===== src/rtl/fsp_pkg.sv =====
// Shared types, codes and helpers for the format specification parser.
package fsp_pkg;

  localparam int CNT_W              = 6;
  localparam int DEFAULT_SPEC_LIMIT = 50;
  localparam int VAL_W              = 32;

  localparam logic [1:0] STAT_OK       = 2'd0;
  localparam logic [1:0] STAT_ILLEGAL  = 2'd1;
  localparam logic [1:0] STAT_TOO_LONG = 2'd2;
  localparam logic [1:0] STAT_NO_CONV  = 2'd3;

  localparam logic [1:0] LEN_NONE  = 2'd0;
  localparam logic [1:0] LEN_LONG  = 2'd1;
  localparam logic [1:0] LEN_SIZE  = 2'd2;
  localparam logic [1:0] LEN_SHORT = 2'd3;

  localparam logic KIND_CHAR = 1'b0;
  localparam logic KIND_END  = 1'b1;

  localparam logic [VAL_W-1:0] VAL_NONE     = 32'hFFFF_FFFF;
  localparam logic [VAL_W-1:0] VAL_VARIABLE = 32'hFFFF_FFFE;

  typedef struct packed {
    logic [CNT_W-1:0] char_count;
    logic [VAL_W-1:0] accum;
    logic             seen_number;
    logic             seen_period;
    logic [VAL_W-1:0] width;
    logic             left_flag;
    logic [1:0]       length;
  } spec_state_t;

  typedef struct packed {
    logic [1:0]              status;
    logic signed [VAL_W-1:0] field_width;
    logic signed [VAL_W-1:0] precision;
    logic                    left_adjust;
    logic [1:0]              length_mod;
    logic [7:0]              conv_char;
  } spec_result_t;

  function automatic spec_state_t reset_state();
    spec_state_t s;
    s.char_count  = CNT_W'(1);
    s.accum       = '0;
    s.seen_number = 1'b0;
    s.seen_period = 1'b0;
    s.width       = VAL_NONE;
    s.left_flag   = 1'b0;
    s.length      = LEN_NONE;
    return s;
  endfunction

  function automatic logic is_conversion(input logic [7:0] c);
    logic hit;
    unique case (c)
      "d", "i", "o", "u", "x", "X",
      "f", "e", "E", "g", "G",
      "c", "C", "s", "S", "p", "n", "r": hit = 1'b1;
      default:                           hit = 1'b0;
    endcase
    return hit;
  endfunction

endpackage


===== src/rtl/format_spec_parser.sv =====
// Top level of the printf-style conversion specification parser.
//
// Usage: feed the characters that follow a '%' on the input channel, one word
// per cycle (in_kind = 0, in_ch = character), or a word with in_kind = 1 to
// mark the end of the format text. A word is taken at a rising edge where
// in_valid is high and in_stall is low. Digits, '*', '.', flags and length
// letters only update the internal state and give no result. A conversion
// letter, an illegal character, reaching SPEC_LIMIT characters (the '%'
// counts as one) or the end mark each give exactly one result word on the
// out_ channel, and the parser then starts over for the next specification.
//
// Path: a taken word waits in the input register, and the decode loads the
// result register from it as the word advances; out_valid shows the result
// register.
// Throughput: one word per cycle while no result is stalled on out_stall; the
// next-state decode (a multiply by ten as shift-and-add plus a character
// decode) is combinational on the state registers, so words go back to back.
// Stall: when out_stall holds a pending result, the input register holds its
// word and in_stall rises only if that register is full; nothing is dropped.
// Reset: rst_n low (synchronous) empties both registers and returns the
// parser state to its start values.
module format_spec_parser #(
  parameter int SPEC_LIMIT = fsp_pkg::DEFAULT_SPEC_LIMIT
) (
  input  logic                             clk,
  input  logic                             rst_n,
  input  logic                             in_valid,
  output logic                             in_stall,
  input  logic                             in_kind,
  input  logic [7:0]                       in_ch,
  output logic                             out_valid,
  input  logic                             out_stall,
  output logic [1:0]                       out_status,
  output logic signed [fsp_pkg::VAL_W-1:0] out_field_width,
  output logic signed [fsp_pkg::VAL_W-1:0] out_precision,
  output logic                             out_left_adjust,
  output logic [1:0]                       out_length_mod,
  output logic [7:0]                       out_conv_char
);

  // input register
  logic       in_valid_r;
  logic       kind_r;
  logic [7:0] ch_r;

  // parser state
  fsp_pkg::spec_state_t state_r, state_nxt;

  // result register
  logic                  out_valid_r, out_valid_nxt;
  fsp_pkg::spec_result_t res_r;

  logic                  advance;
  logic                  take_in;
  logic                  emit;
  fsp_pkg::spec_result_t res_dec;

  // advance the held word when the result slot is free or is drained now
  assign advance  = !out_valid_r || !out_stall;
  assign in_stall = in_valid_r && !advance;
  assign take_in  = in_valid && !in_stall;

  fsp_decode #(
    .SPEC_LIMIT(SPEC_LIMIT)
  ) u_decode (
    .cur_state (state_r),
    .kind      (kind_r),
    .ch        (ch_r),
    .next_state(state_nxt),
    .emit      (emit),
    .result    (res_dec)
  );

  // result slot: load on an emitting word, clear once drained
  always_comb begin
    out_valid_nxt = out_valid_r;
    if (advance) out_valid_nxt = in_valid_r && emit;
  end

  always_ff @(posedge clk) begin
    if (!rst_n) begin
      in_valid_r  <= 1'b0;
      out_valid_r <= 1'b0;
      state_r     <= fsp_pkg::reset_state();
    end else begin
      if (take_in) begin
        in_valid_r <= 1'b1;
      end else if (advance) begin
        in_valid_r <= 1'b0;
      end
      out_valid_r <= out_valid_nxt;
      // commit the state only for a word that actually moves on
      if (advance && in_valid_r) state_r <= state_nxt;
    end
  end

  // payload registers: no reset needed
  always_ff @(posedge clk) begin
    if (take_in) begin
      kind_r <= in_kind;
      ch_r   <= in_ch;
    end
    if (advance && in_valid_r && emit) res_r <= res_dec;
  end

  assign out_valid       = out_valid_r;
  assign out_status      = res_r.status;
  assign out_field_width = res_r.field_width;
  assign out_precision   = res_r.precision;
  assign out_left_adjust = res_r.left_adjust;
  assign out_length_mod  = res_r.length_mod;
  assign out_conv_char   = res_r.conv_char;

endmodule


===== src/rtl/fsp_decode.sv =====
// Per-word decode: next parser state and the optional result word.
module fsp_decode #(
  parameter int SPEC_LIMIT = fsp_pkg::DEFAULT_SPEC_LIMIT
) (
  input  fsp_pkg::spec_state_t  cur_state,
  input  logic                  kind,
  input  logic [7:0]            ch,
  output fsp_pkg::spec_state_t  next_state,
  output logic                  emit,
  output fsp_pkg::spec_result_t result
);

  localparam logic [fsp_pkg::CNT_W-1:0] LIMIT = fsp_pkg::CNT_W'(SPEC_LIMIT);

  logic [fsp_pkg::VAL_W-1:0] acc_x10;
  logic                      is_digit;

  // times ten as two shifts and an add, wrapping at 32 bits
  assign acc_x10  = {cur_state.accum[fsp_pkg::VAL_W-4:0], 3'b000}
                  + {cur_state.accum[fsp_pkg::VAL_W-2:0], 1'b0};
  assign is_digit = (ch >= "1") && (ch <= "9");

  always_comb begin
    next_state         = cur_state;
    emit               = 1'b0;
    result.status      = fsp_pkg::STAT_OK;
    result.field_width = fsp_pkg::VAL_NONE;
    result.precision   = fsp_pkg::VAL_NONE;
    result.left_adjust = 1'b0;
    result.length_mod  = fsp_pkg::LEN_NONE;
    result.conv_char   = 8'd0;
    priority if (kind == fsp_pkg::KIND_END) begin
      emit          = 1'b1;
      result.status = fsp_pkg::STAT_NO_CONV;
      next_state    = fsp_pkg::reset_state();
    end else if (cur_state.char_count >= LIMIT) begin
      emit          = 1'b1;
      result.status = fsp_pkg::STAT_TOO_LONG;
      next_state    = fsp_pkg::reset_state();
    end else if (is_digit) begin
      next_state.char_count  = cur_state.char_count + 1'b1;
      next_state.seen_number = 1'b1;
      next_state.accum       = acc_x10 + {24'd0, ch - 8'h30};
    end else if (fsp_pkg::is_conversion(ch)) begin
      emit               = 1'b1;
      result.field_width = cur_state.width;
      if (cur_state.seen_number) begin
        if (cur_state.seen_period) begin
          result.precision = cur_state.accum;
        end else begin
          result.field_width = cur_state.accum;
        end
      end
      result.left_adjust = cur_state.left_flag;
      result.length_mod  = cur_state.length;
      result.conv_char   = ch;
      next_state         = fsp_pkg::reset_state();
    end else begin
      next_state.char_count = cur_state.char_count + 1'b1;
      unique case (ch)
        "*": begin
          next_state.seen_number = 1'b1;
          next_state.accum       = fsp_pkg::VAL_VARIABLE;
        end
        "0": begin
          if (cur_state.seen_number) next_state.accum = acc_x10;
        end
        ".": begin
          next_state.seen_period = 1'b1;
          if (cur_state.seen_number) begin
            next_state.width       = cur_state.accum;
            next_state.seen_number = 1'b0;
          end
          next_state.accum = '0;
        end
        "l", "L": begin
          next_state.length = fsp_pkg::LEN_LONG;
          next_state.accum  = '0;
        end
        "z": begin
          next_state.length = fsp_pkg::LEN_SIZE;
          next_state.accum  = '0;
        end
        "h": begin
          next_state.length = fsp_pkg::LEN_SHORT;
          next_state.accum  = '0;
        end
        " ", "+", "#": begin
          next_state.accum = '0;
        end
        "-": begin
          next_state.left_flag = 1'b1;
          next_state.accum     = '0;
        end
        default: begin
          emit          = 1'b1;
          result.status = fsp_pkg::STAT_ILLEGAL;
          next_state    = fsp_pkg::reset_state();
        end
      endcase
    end
  end

endmodule


===== config.mk =====
export PLATFORM = sky130hd
export DESIGN_NAME = format_spec_parser
export DESIGN_NICKNAME = d
export VERILOG_FILES = /design/src/rtl/fsp_pkg.sv /design/src/rtl/format_spec_parser.sv /design/src/rtl/fsp_decode.sv
export SDC_FILE = /design/constraint.sdc
export NUM_CORES = 1
export LEC_CHECK = 0
export ABC_AREA = 1
export BUFFER_PORTS_ARGS = -buffer_cell sky130_fd_sc_hd__buf_2
export CELL_PAD_IN_SITES_DETAIL_PLACEMENT = 1
export CELL_PAD_IN_SITES_GLOBAL_PLACEMENT = 2
export CORE_UTILIZATION = 37
export DETAILED_ROUTE_END_ITERATION = 16
export PLACE_DENSITY = 0.88
export SKIP_CTS_REPAIR_TIMING = 1
export SYNTH_ARGS = -nofsm -noshare
export SYNTH_HDL_FRONTEND = slang
export SYNTH_SLANG_ARGS = --single-unit

===== constraint.sdc =====
create_clock -name clk -period 7.2 [get_ports clk]
set_input_delay 1.44 -clock clk [delete_from_list [all_inputs] [get_ports clk]]
set_output_delay 1.44 -clock clk [all_outputs]
set_load 0.005 [all_outputs]

==> flow_metrics.tcl, run 1 <==
set metrics [dict create \
    status "completed" \
    area_growth_syn_to_layout_pct 13.34 \
    powerDensity_nw_per_um2 183.1 \
    r2r_end "state_r[24]" \
    end_kind "register" \
    synth-edff-count 86 \
    die_area_um2 28070 \
    start_util_pct 37.63 \
    async_flop_share_pct 0 \
    arrival_ns 4.64 \
    crit_fanout 67 \
    rsz0062_at_grt "no" \
    worstPathRequired_ns 7.51 \
    tns_ns 0 \
    cts_buffers 17 \
    timing.fmax_mhz 230.7 \
    cts.sinks 163 \
    synth_top_cell_by_area "edfxtp_1" \
    post_synth.cell_area_avg_um2 7.182 \
    wl_met1_mm 16.15 \
    clock_power_share_pct 44.8 \
    fp.dieH_um 167.6 \
    synth.distinct_cells 47 \
    die_w_um 167.6 \
    drtIter0Drc 536 \
    critPathLaunch "ch_r[2]" \
    synthTopCellsByCount "nand2_1, inv_1, nor2_1" \
    peakVddDrop_uv 143.4 \
    slew_viol_final 0 \
    p_sw_share_pct 25.97 \
    totalWireLength_mm 30.78 \
    postLayoutCellArea_um2 11490 \
    dr_total_vias 9428 \
    synth.net_count 1468 \
    setup_ws_ns 2.865 \
    nets 1544 \
    pre_cts_slack_ns 2.874 \
    grt_max_degree 68 \
    final_util_pct 42.65 \
    endpoint "state_r[24]" \
    cts_tree "built" \
    clkTransAtPathRegs_ns 0.08 \
    htreeDepth 4 \
    synthCells 1412 \
    finalHoldViolations 0 \
    leakage_nw 4.816 \
    timing.hold.ws_ns 0.4700 \
    p_comb_share_pct 6.7 \
    route.met3.wl_um 706 \
    ys.flop_type "edfxtp_1" \
    yosysMostFrequentCell "nand2_1" \
    clock_latency_ns 0.43 \
    r2r_cells 18 \
    maxCapViolCount 0 \
    tightestPinTransition_ns 1.058 \
    fin_crit_ns 4.335 \
    seq_area_frac_synth_pct 40.67 \
    max_slew_margin_pct 29.37 \
    ctsRootBufferMaster "clkbuf_16" \
    std_cell_rows 60 \
    yosys_warnings 0 \
    p_sw_w 0.0005464 \
    setup_viol 0 \
    top_layer "met4" \
    synth_top_area_share_pct 25.47 \
    hpwlAfterDp_mm 23.77 \
    antenna-diode-count 0 \
    fin_worst_skew_ns 0.01522 \
    rr_startpoint "ch_r[2]" \
    yosys-top-cells-area "edfxtp_1, nand2_1, dfxtp_1" \
    place.gp.congestion 0.8802 \
    layout-drive-gt1-share_pct 11.46 \
    antenna_found_initial 0 \
    dr_wl_met2_mm 13.68 \
    clockBufferDepth 2 \
    wl_per_cell_um 16.71 \
    synth.cell_area_um2 10140 \
    coreArea_um2 26950 \
    grt_pass1_wl_mm 50.43 \
    critPathKind "register to register" \
    grt-ovfl-total 0 \
    min_path_type "register to register" \
    portBuffers 91 \
    r2r_slack_ns 2.87 \
    drc 0 \
    p_int_w 0.001558 \
    critPathLaunchType "register" \
    final_antenna_net_count 0 \
    synth-seq-cells 163 \
    fillers 3431 \
    grt_pass1_vias 9417 \
    power.share.sequential_pct 48.4 \
    dpl-instance-area_um2 10890 \
    viasPerCell 5.118 \
    track_usage_pct 22.60 \
    io_pins 92 \
    drt_first_pass_iters 4 \
    post-route-period-util_pct 60.21 \
]
-- cell families after synthesis --
logic type	Yosys count	synth area share, %
and+or+nand+nor	741	31.07
buffers and inverters	249	9.562
AOI/OAI and AO/OA	196	11.57
DFF	163	40.67
adders and majority gates	43	5.453
xor gates and xnor gates	19	1.641
other	1	0.03698
-- worst max-delay path: stages, from the launching register on --
cell	delay (ns)
edfxtp_1	0.53
inv_2	0.14
nand2_2	0.10
nor3_4	0.64
inv_2	0.31
a21oi_2	0.23
nand3b_4	0.16
nor2_1	0.06
nand2_1	0.05
nand2_1	0.07
nand2_2	0.10
inv_2	0.05
nand2_2	0.06
clkinv_2	0.24
buf_4	0.46
nor2_8	0.51
inv_2	0.19
o21ai_0	0.13
nand3_1	0.11
-- power by group through the flow --
stage / combinational (W) / clock [W] / sequential (W)
floorplan: 0.000102 / 0 / 0.00104
global placement: 0.000136 / 0 / 0.00104
detailed placement: 0.000140 / 0 / 0.00104
CTS: 0.000143 / 0.000957 / 0.00102
global route: 0.000159 / 0.000991 / 0.00102
finish: 0.000142 / 0.000943 / 0.00102
-- per-layer routing --
layer	GRT usage, %	vias up
met5	0	-
met4	4.787	0
met3	2.033	15
met2	36.27	139
met1	32.89	4512
li1	-	4762
-- layout by cell type (no fill, tap or decap), drive strengths merged, types with 4 or more instances in the layout --
| master | instances |
|---|---|
| nor3 | 15 |
| ha | 41 |
| xnor2 | 5 |
| nand2 | 474 |
| xor2 | 14 |
| o211ai | 55 |
| clkbuf | 18 |
| a32oi | 4 |
| o21ai | 48 |
| nand4 | 29 |
| nand3b | 4 |
| a31oi | 4 |
| dfxtp | 77 |
| edfxtp | 86 |
| buf | 96 |
| nand3 | 95 |
| nor2 | 118 |
| a21oi | 73 |
| inv | 218 |
-- state kept, by name (all words and copies together), names as in the netlist --
register,cells
kind_r,1
out_conv_char,8
out_left_adjust,1
out_precision,32
out_valid,1
out_field_width,32
out_status,2
state_r,75
out_length_mod,2
ch_r,8
in_valid_r,1
-- worst min path at each step --
stage,start,to,slack [ns],depth (start not counted)
after floorplan,state_r[0],state_r[0],0.43,2
after global placement,state_r[0],state_r[0],0.45,2
after detailed placement,state_r[68],state_r[68],0.46,2
after CTS,state_r[68],state_r[68],0.47,2
after global routing,state_r[1],state_r[1],0.49,2
final,state_r[68],state_r[68],0.47,2
-- final cells by class --
class	count	area (um2)	share of cell area (%)
flip-flops and latches	163	4124	35.88
clock buffers	18	450.4	3.919
well taps	341	426.7	3.712
inverters	210	789.5	6.869
repair buffers	96	493.0	4.289
multi-input cells	1000	5055	43.98
clock inverters	14	155.1	1.350
-- per-stage QoR --
step | total power (W) | std cells
4_1_cts | 0.002119 | 1842
3_5_place_dp | 0.001179 | 1810
3_3_place_gp | 0.001174 | 1810
2_1_floorplan | 0.001138 | 1412
5_1_grt | 0.002171 | 1842
6_report | 0.002104 | 1842
Note: power is estimated with default switching activity, not from simulation.
==> run 2, diff against run 1 <==
CORE_UTILIZATION = 35   (was 37)
PLACE_DENSITY = 0.84   (was 0.88)
clock period = 4 ns   (was 7.2 ns; I/O delays follow)
==> run 2 against run 1 <==
Wire length up 5.5%. Sequential cell count unchanged. Cell area up 1.2%. Global-route usage up 0.17 points. Via count increased by 1.1%. Critical endpoint is now state_r[67].
==> flow_metrics.tcl, run 2 (synthesis results as in run 1) <==
set metrics [dict create \
    portBuffers 91 \
    status "completed" \
    tns_ns 0 \
    area_growth_syn_to_layout_pct 14.65 \
    io_pins 92 \
    wl_met1_mm 16.84 \
    antenna_found_initial 0 \
    fin_crit_ns 3.613 \
    drc 0 \
    slew_viol_final 0 \
    fin_worst_skew_ns 0.01794 \
    largest_reg_flops 75 \
    clkTransAtPathRegs_ns 0.08 \
    final_antenna_net_count 0 \
    nets 1552 \
    powerDensity_nw_per_um2 330.2 \
    fillers 3608 \
    cts.sinks 163 \
    grt_pass1_vias 9333 \
    start_util_pct 36.01 \
    layout-drive-gt1-share_pct 11.87 \
    drt_first_pass_iters 5 \
    arrival_ns 3.91 \
    clock_latency_ns 0.44 \
    grt_pass1_wl_mm 51.27 \
    leakage_nw 4.863 \
    rsz0062_at_grt "no" \
    tightestPinTransition_ns 1.110 \
    end_kind "register" \
    place.gp.congestion 0.8803 \
    cts_buffers 17 \
    final_util_pct 41.28 \
    std_cell_rows 61 \
    antenna-diode-count 0 \
    dr_total_vias 9529 \
    setup_viol 0 \
    layout_common_cells "nand2_1, inv_1, nor2_1, nand3_1, buf_2" \
    largest-register "state_r" \
    critPathLaunchType "register" \
    crit_fanout 7 \
    route.met3.wl_mm 1.086 \
    timing.fmax_mhz 276.8 \
    coreArea_um2 28160 \
    wl_per_cell_um 17.22 \
    maxCapViolCount 0 \
    htreeDepth 4 \
    post-route-period-util_pct 90.32 \
    viasPerCell 5.052 \
    finalHoldViolations 0 \
    critPathKind "register to register" \
    track_usage_pct 22.77 \
    max_slew_margin_pct 25.76 \
    grt-ovfl-total 0 \
    clockBufferDepth 2 \
    top_layer "met4" \
    drtIter0Drc 566 \
    peakVddDrop_uv 262.4 \
    ctsRootBufferMaster "clkbuf_16" \
    dr_wl_met2_mm 14.00 \
    mostFrequentLayoutCell "nand2_1" \
    totalWireLength_mm 32.48 \
    grt_max_degree 66 \
    fp.dieH_um 172.2 \
    cts_tree "built" \
    die_area_um2 29660 \
    worstPathRequired_ns 4.30 \
    min_path_type "register to register" \
    die_w_um 172.2 \
    hpwlAfterDp_mm 25.03 \
]
run 2: cell count changes in the layout (fill, tap and decap cells not counted), moves of 2 or more:
cell / before / now
clkinv_4: 0 / 3
inv_8: 4 / 1
bufinv_16: 1 / 3
buf_4: 5 / 12
run 2: worst paths after layout:
| kind | start | end | slack (ns) | cells past startpoint |
|---|---|---|---|---|
| max | state_r[39] | state_r[67] | 0.39 | 20 |
| min | state_r[1] | state_r[1] | 0.47 | 2 |
| max reg2reg | state_r[39] | state_r[67] | 0.39 | 20 |
| min reg2reg | state_r[1] | state_r[1] | 0.47 | 2 |
run 2: per-layer routing:
layer	vias to the layer above	GRT usage, %
met4	0	6.695
met5	-	0
met3	31	2.953
met1	4543	32.89
met2	167	35.17
li1	4788	-
run 2: per-stage QoR:
step	area [um2]	total power, W	hold slack [ns]	instances	setup slack (ns)
2_1_floorplan	10140	0.002049	0.4294	1412	0.9969
3_3_place_gp	11010	0.002122	0.4499	1855	0.5652
3_5_place_dp	11010	0.002132	0.4538	1855	0.3918
4_1_cts	11620	0.003863	0.4636	1886	0.3969
5_1_grt	11630	0.003964	0.4817	1886	0.02227
6_report	11630	0.003838	0.4665	1886	0.3873
run 2: critical path: stages (launching register included):
cell and delay [ns]:
dfxtp_1 0.42, ha_1 0.28, inv_1 0.08, fa_1 0.42, inv_1 0.12, nand2_1 0.06
nand2_1 0.12, and2_1 0.18, xor2_2 0.10, ha_1 0.39, nand4_1 0.12, nand3_1 0.16
nand4_2 0.20, nor2_2 0.16, nand3_2 0.15, nor2_4 0.19, nand3_1 0.09, nand2_1 0.06
nand3_1 0.06, nand2_1 0.07, a21oi_1 0.05
run 2: final cells by class:
cell class | instances | area [um2] | area share (%)
Inverter | 210 | 789.5 | 6.791
Sequential cell | 163 | 4124 | 35.47
Clock buffer | 18 | 439.2 | 3.777
Timing Repair Buffer | 104 | 565.5 | 4.864
Multi-Input combinational cell | 1000 | 5062 | 43.54
Clock inverter | 13 | 172.7 | 1.485
Tap cell | 378 | 473.0 | 4.068
run 2: where the power goes:
group / internal, W / switching, W
combinational: 0.0000776 / 0.000185
clock: 0.00101 / 0.000735
sequential: 0.00181 / 0.0000280
==> run 3, diff against run 2 <==
CORE_MARGIN = 2   (was default)
==> run 3 against run 2 <==
Via count grew 0.13%. Critical endpoint is now state_r[63]. Largest power group unchanged. Clock-buffer cell count increased by 2. Fmax shrank 2.6%. Highest routed layer unchanged. Critical path depth unchanged. Wire length decreased by 2.3%. Combinational power shrank 2%. Hold slack got worse by 0.0035 ns.
==> flow_metrics.tcl, run 3 (synthesis results as in run 1) <==
set metrics [dict create \
    status "completed" \
    track_usage_pct 21.33 \
    totalWireLength_mm 31.73 \
    timing.fmax_mhz 269.6 \
    die_w_um 174.2 \
    clock_power_share_pct 43.7 \
    largest_reg_flops 75 \
    r2r_end "state_r[63]" \
    largest-register "state_r" \
    p_sw_share_pct 25.71 \
    dpl-instance-area_um2 11000 \
    slew_viol_final 0 \
    drtIter0Drc 559 \
    final_antenna_net_count 0 \
    peakVddDrop_uv 273.1 \
    grt-ovfl-total 0 \
    std_cell_rows 62 \
    end_kind "register" \
    fp.dieH_um 174.2 \
    endpoint "state_r[63]" \
    r2r_cells 20 \
    r2r_slack_ns 0.29 \
    postLayoutCellArea_um2 11560 \
    clockBufferDepth 2 \
    worstPathRequired_ns 4.30 \
    antenna_found_initial 0 \
    ctsRootBufferMaster "clkbuf_16" \
    multi_input_comb_area_um2 5057 \
    fin_worst_skew_ns 0.01755 \
    ff_latch_area_um2 4124 \
    maxCapViolCount 0 \
    clock_latency_ns 0.44 \
    p_int_w 0.002756 \
    htreeDepth 4 \
    clkTransAtPathRegs_ns 0.08 \
    post-route-period-util_pct 92.75 \
    layout-drive-gt1-share_pct 11.68 \
    critPathLaunchType "register" \
    dr_total_vias 9541 \
    drc 0 \
    p_comb_share_pct 6.9 \
    arrival_ns 4.01 \
    start_util_pct 35.43 \
    portBuffers 91 \
    power.share.sequential_pct 49.4 \
    coreArea_um2 28630 \
    viasPerCell 5.045 \
    grt_pass1_wl_mm 51.14 \
    place.gp.congestion 0.8565 \
    wl_per_cell_um 16.78 \
    tightestPinTransition_ns 1.091 \
    rsz0062_at_grt "no" \
    min_path_type "register to register" \
    crit_fanout 7 \
    layout_common_cells "nand2_1, inv_1, nor2_1, nand3_1, buf_2" \
    tns_ns 0 \
    max_slew_margin_pct 26.99 \
    leakage_nw 4.819 \
    cts_tree "built" \
    finalHoldViolations 0 \
    fin_crit_ns 3.710 \
    cts_buffers 17 \
    hpwlAfterDp_mm 24.70 \
    io_pins 92 \
    cts.sinks 163 \
    grt_max_degree 67 \
    grt_pass1_vias 9498 \
    p_sw_w 0.0009538 \
    mostFrequentLayoutCell "nand2_1" \
    critPathKind "register to register" \
    drt_first_pass_iters 5 \
    fillers 3646 \
    antenna-diode-count 0 \
    rr_startpoint "state_r[39]" \
    critPathLaunch "state_r[39]" \
    powerDensity_nw_per_um2 320.9 \
    setup_viol 0 \
    area_growth_syn_to_layout_pct 14.00 \
    die_area_um2 30350 \
    nets 1550 \
]
run 3: cell types whose count changed in the layout (fill, tap and decap cells not counted), sizes merged:
cell,before,now
clkinv,5,2
buf,104,102
bufinv,3,1
clkbuf,18,20
clkinvlp,2,4
inv,213,215
run 3: power groups by stage:
stage	combinational [W]	sequential (W)	clock [W]
after CTS	0.000260	0.00183	0.00165
after global routing	0.000294	0.00184	0.00171
after floorplan	0.000184	0.00187	0
after global placement	0.000252	0.00187	0
final	0.000257	0.00183	0.00162
after detailed placement	0.000259	0.00187	0
run 3: layer usage:
layer | share of wire, % | routed length (um) | GRT usage [%]
met4 | 0.95 | 303 | 4.587
met2 | 44 | 14110 | 33.75
met3 | 2.4 | 751 | 2.187
met1 | 52 | 16570 | 31.42
met5 | 0 | 0 | 0
run 3: cell type report:
| class | count | area share, % |
|---|---|---|
| flip-flops and latches | 163 | 35.67 |
| clock inverters | 12 | 1.061 |
| multi-input cells | 1000 | 43.74 |
| well taps | 384 | 4.156 |
| inverters | 210 | 6.829 |
| clock buffers | 20 | 3.777 |
| repair buffers | 102 | 4.762 |
run 3: how the worst min path moves through the flow:
stage / from / end / cells past startpoint
after floorplan: state_r[0] / state_r[0] / 2
after global placement: state_r[0] / state_r[0] / 2
after detailed placement: state_r[0] / state_r[0] / 2
after CTS: state_r[0] / state_r[0] / 2
after global routing: state_r[0] / state_r[0] / 2
final: state_r[0] / state_r[0] / 2
run 3: metrics by stage:
stage / cells / utilization [%] / power, W / worst slack (ns) / hold slack (ns)
after floorplan: 1412 / - / 0.002049 / 0.9969 / 0.4294
after global placement: 1859 / 38.43 / 0.002120 / 0.5626 / 0.4512
after detailed placement: 1859 / 38.43 / 0.002128 / 0.3943 / 0.4548
after CTS: 1891 / 40.38 / 0.003739 / 0.3532 / 0.4654
after global routing: 1891 / 40.39 / 0.003843 / 0.009347 / 0.4890
final: 1891 / 40.39 / 0.003710 / 0.2901 / 0.4630
run 3: worst max-delay path, cell delays in order (launching register included):
cell and delay, ns:
dfxtp_1 0.45, ha_2 0.27, inv_1 0.06, fa_1 0.42, inv_1 0.14, nand2_1 0.06, nand2_1 0.12, and2_1 0.16
xor2_1 0.28, ha_1 0.29, nand3_1 0.11, nand3_1 0.17, nand4_2 0.20, nor2_2 0.17, nand3_2 0.15, nor2_4 0.19
nand2_1 0.07, nand2_1 0.06, nand3_1 0.07, nand3_1 0.09, a21oi_1 0.06
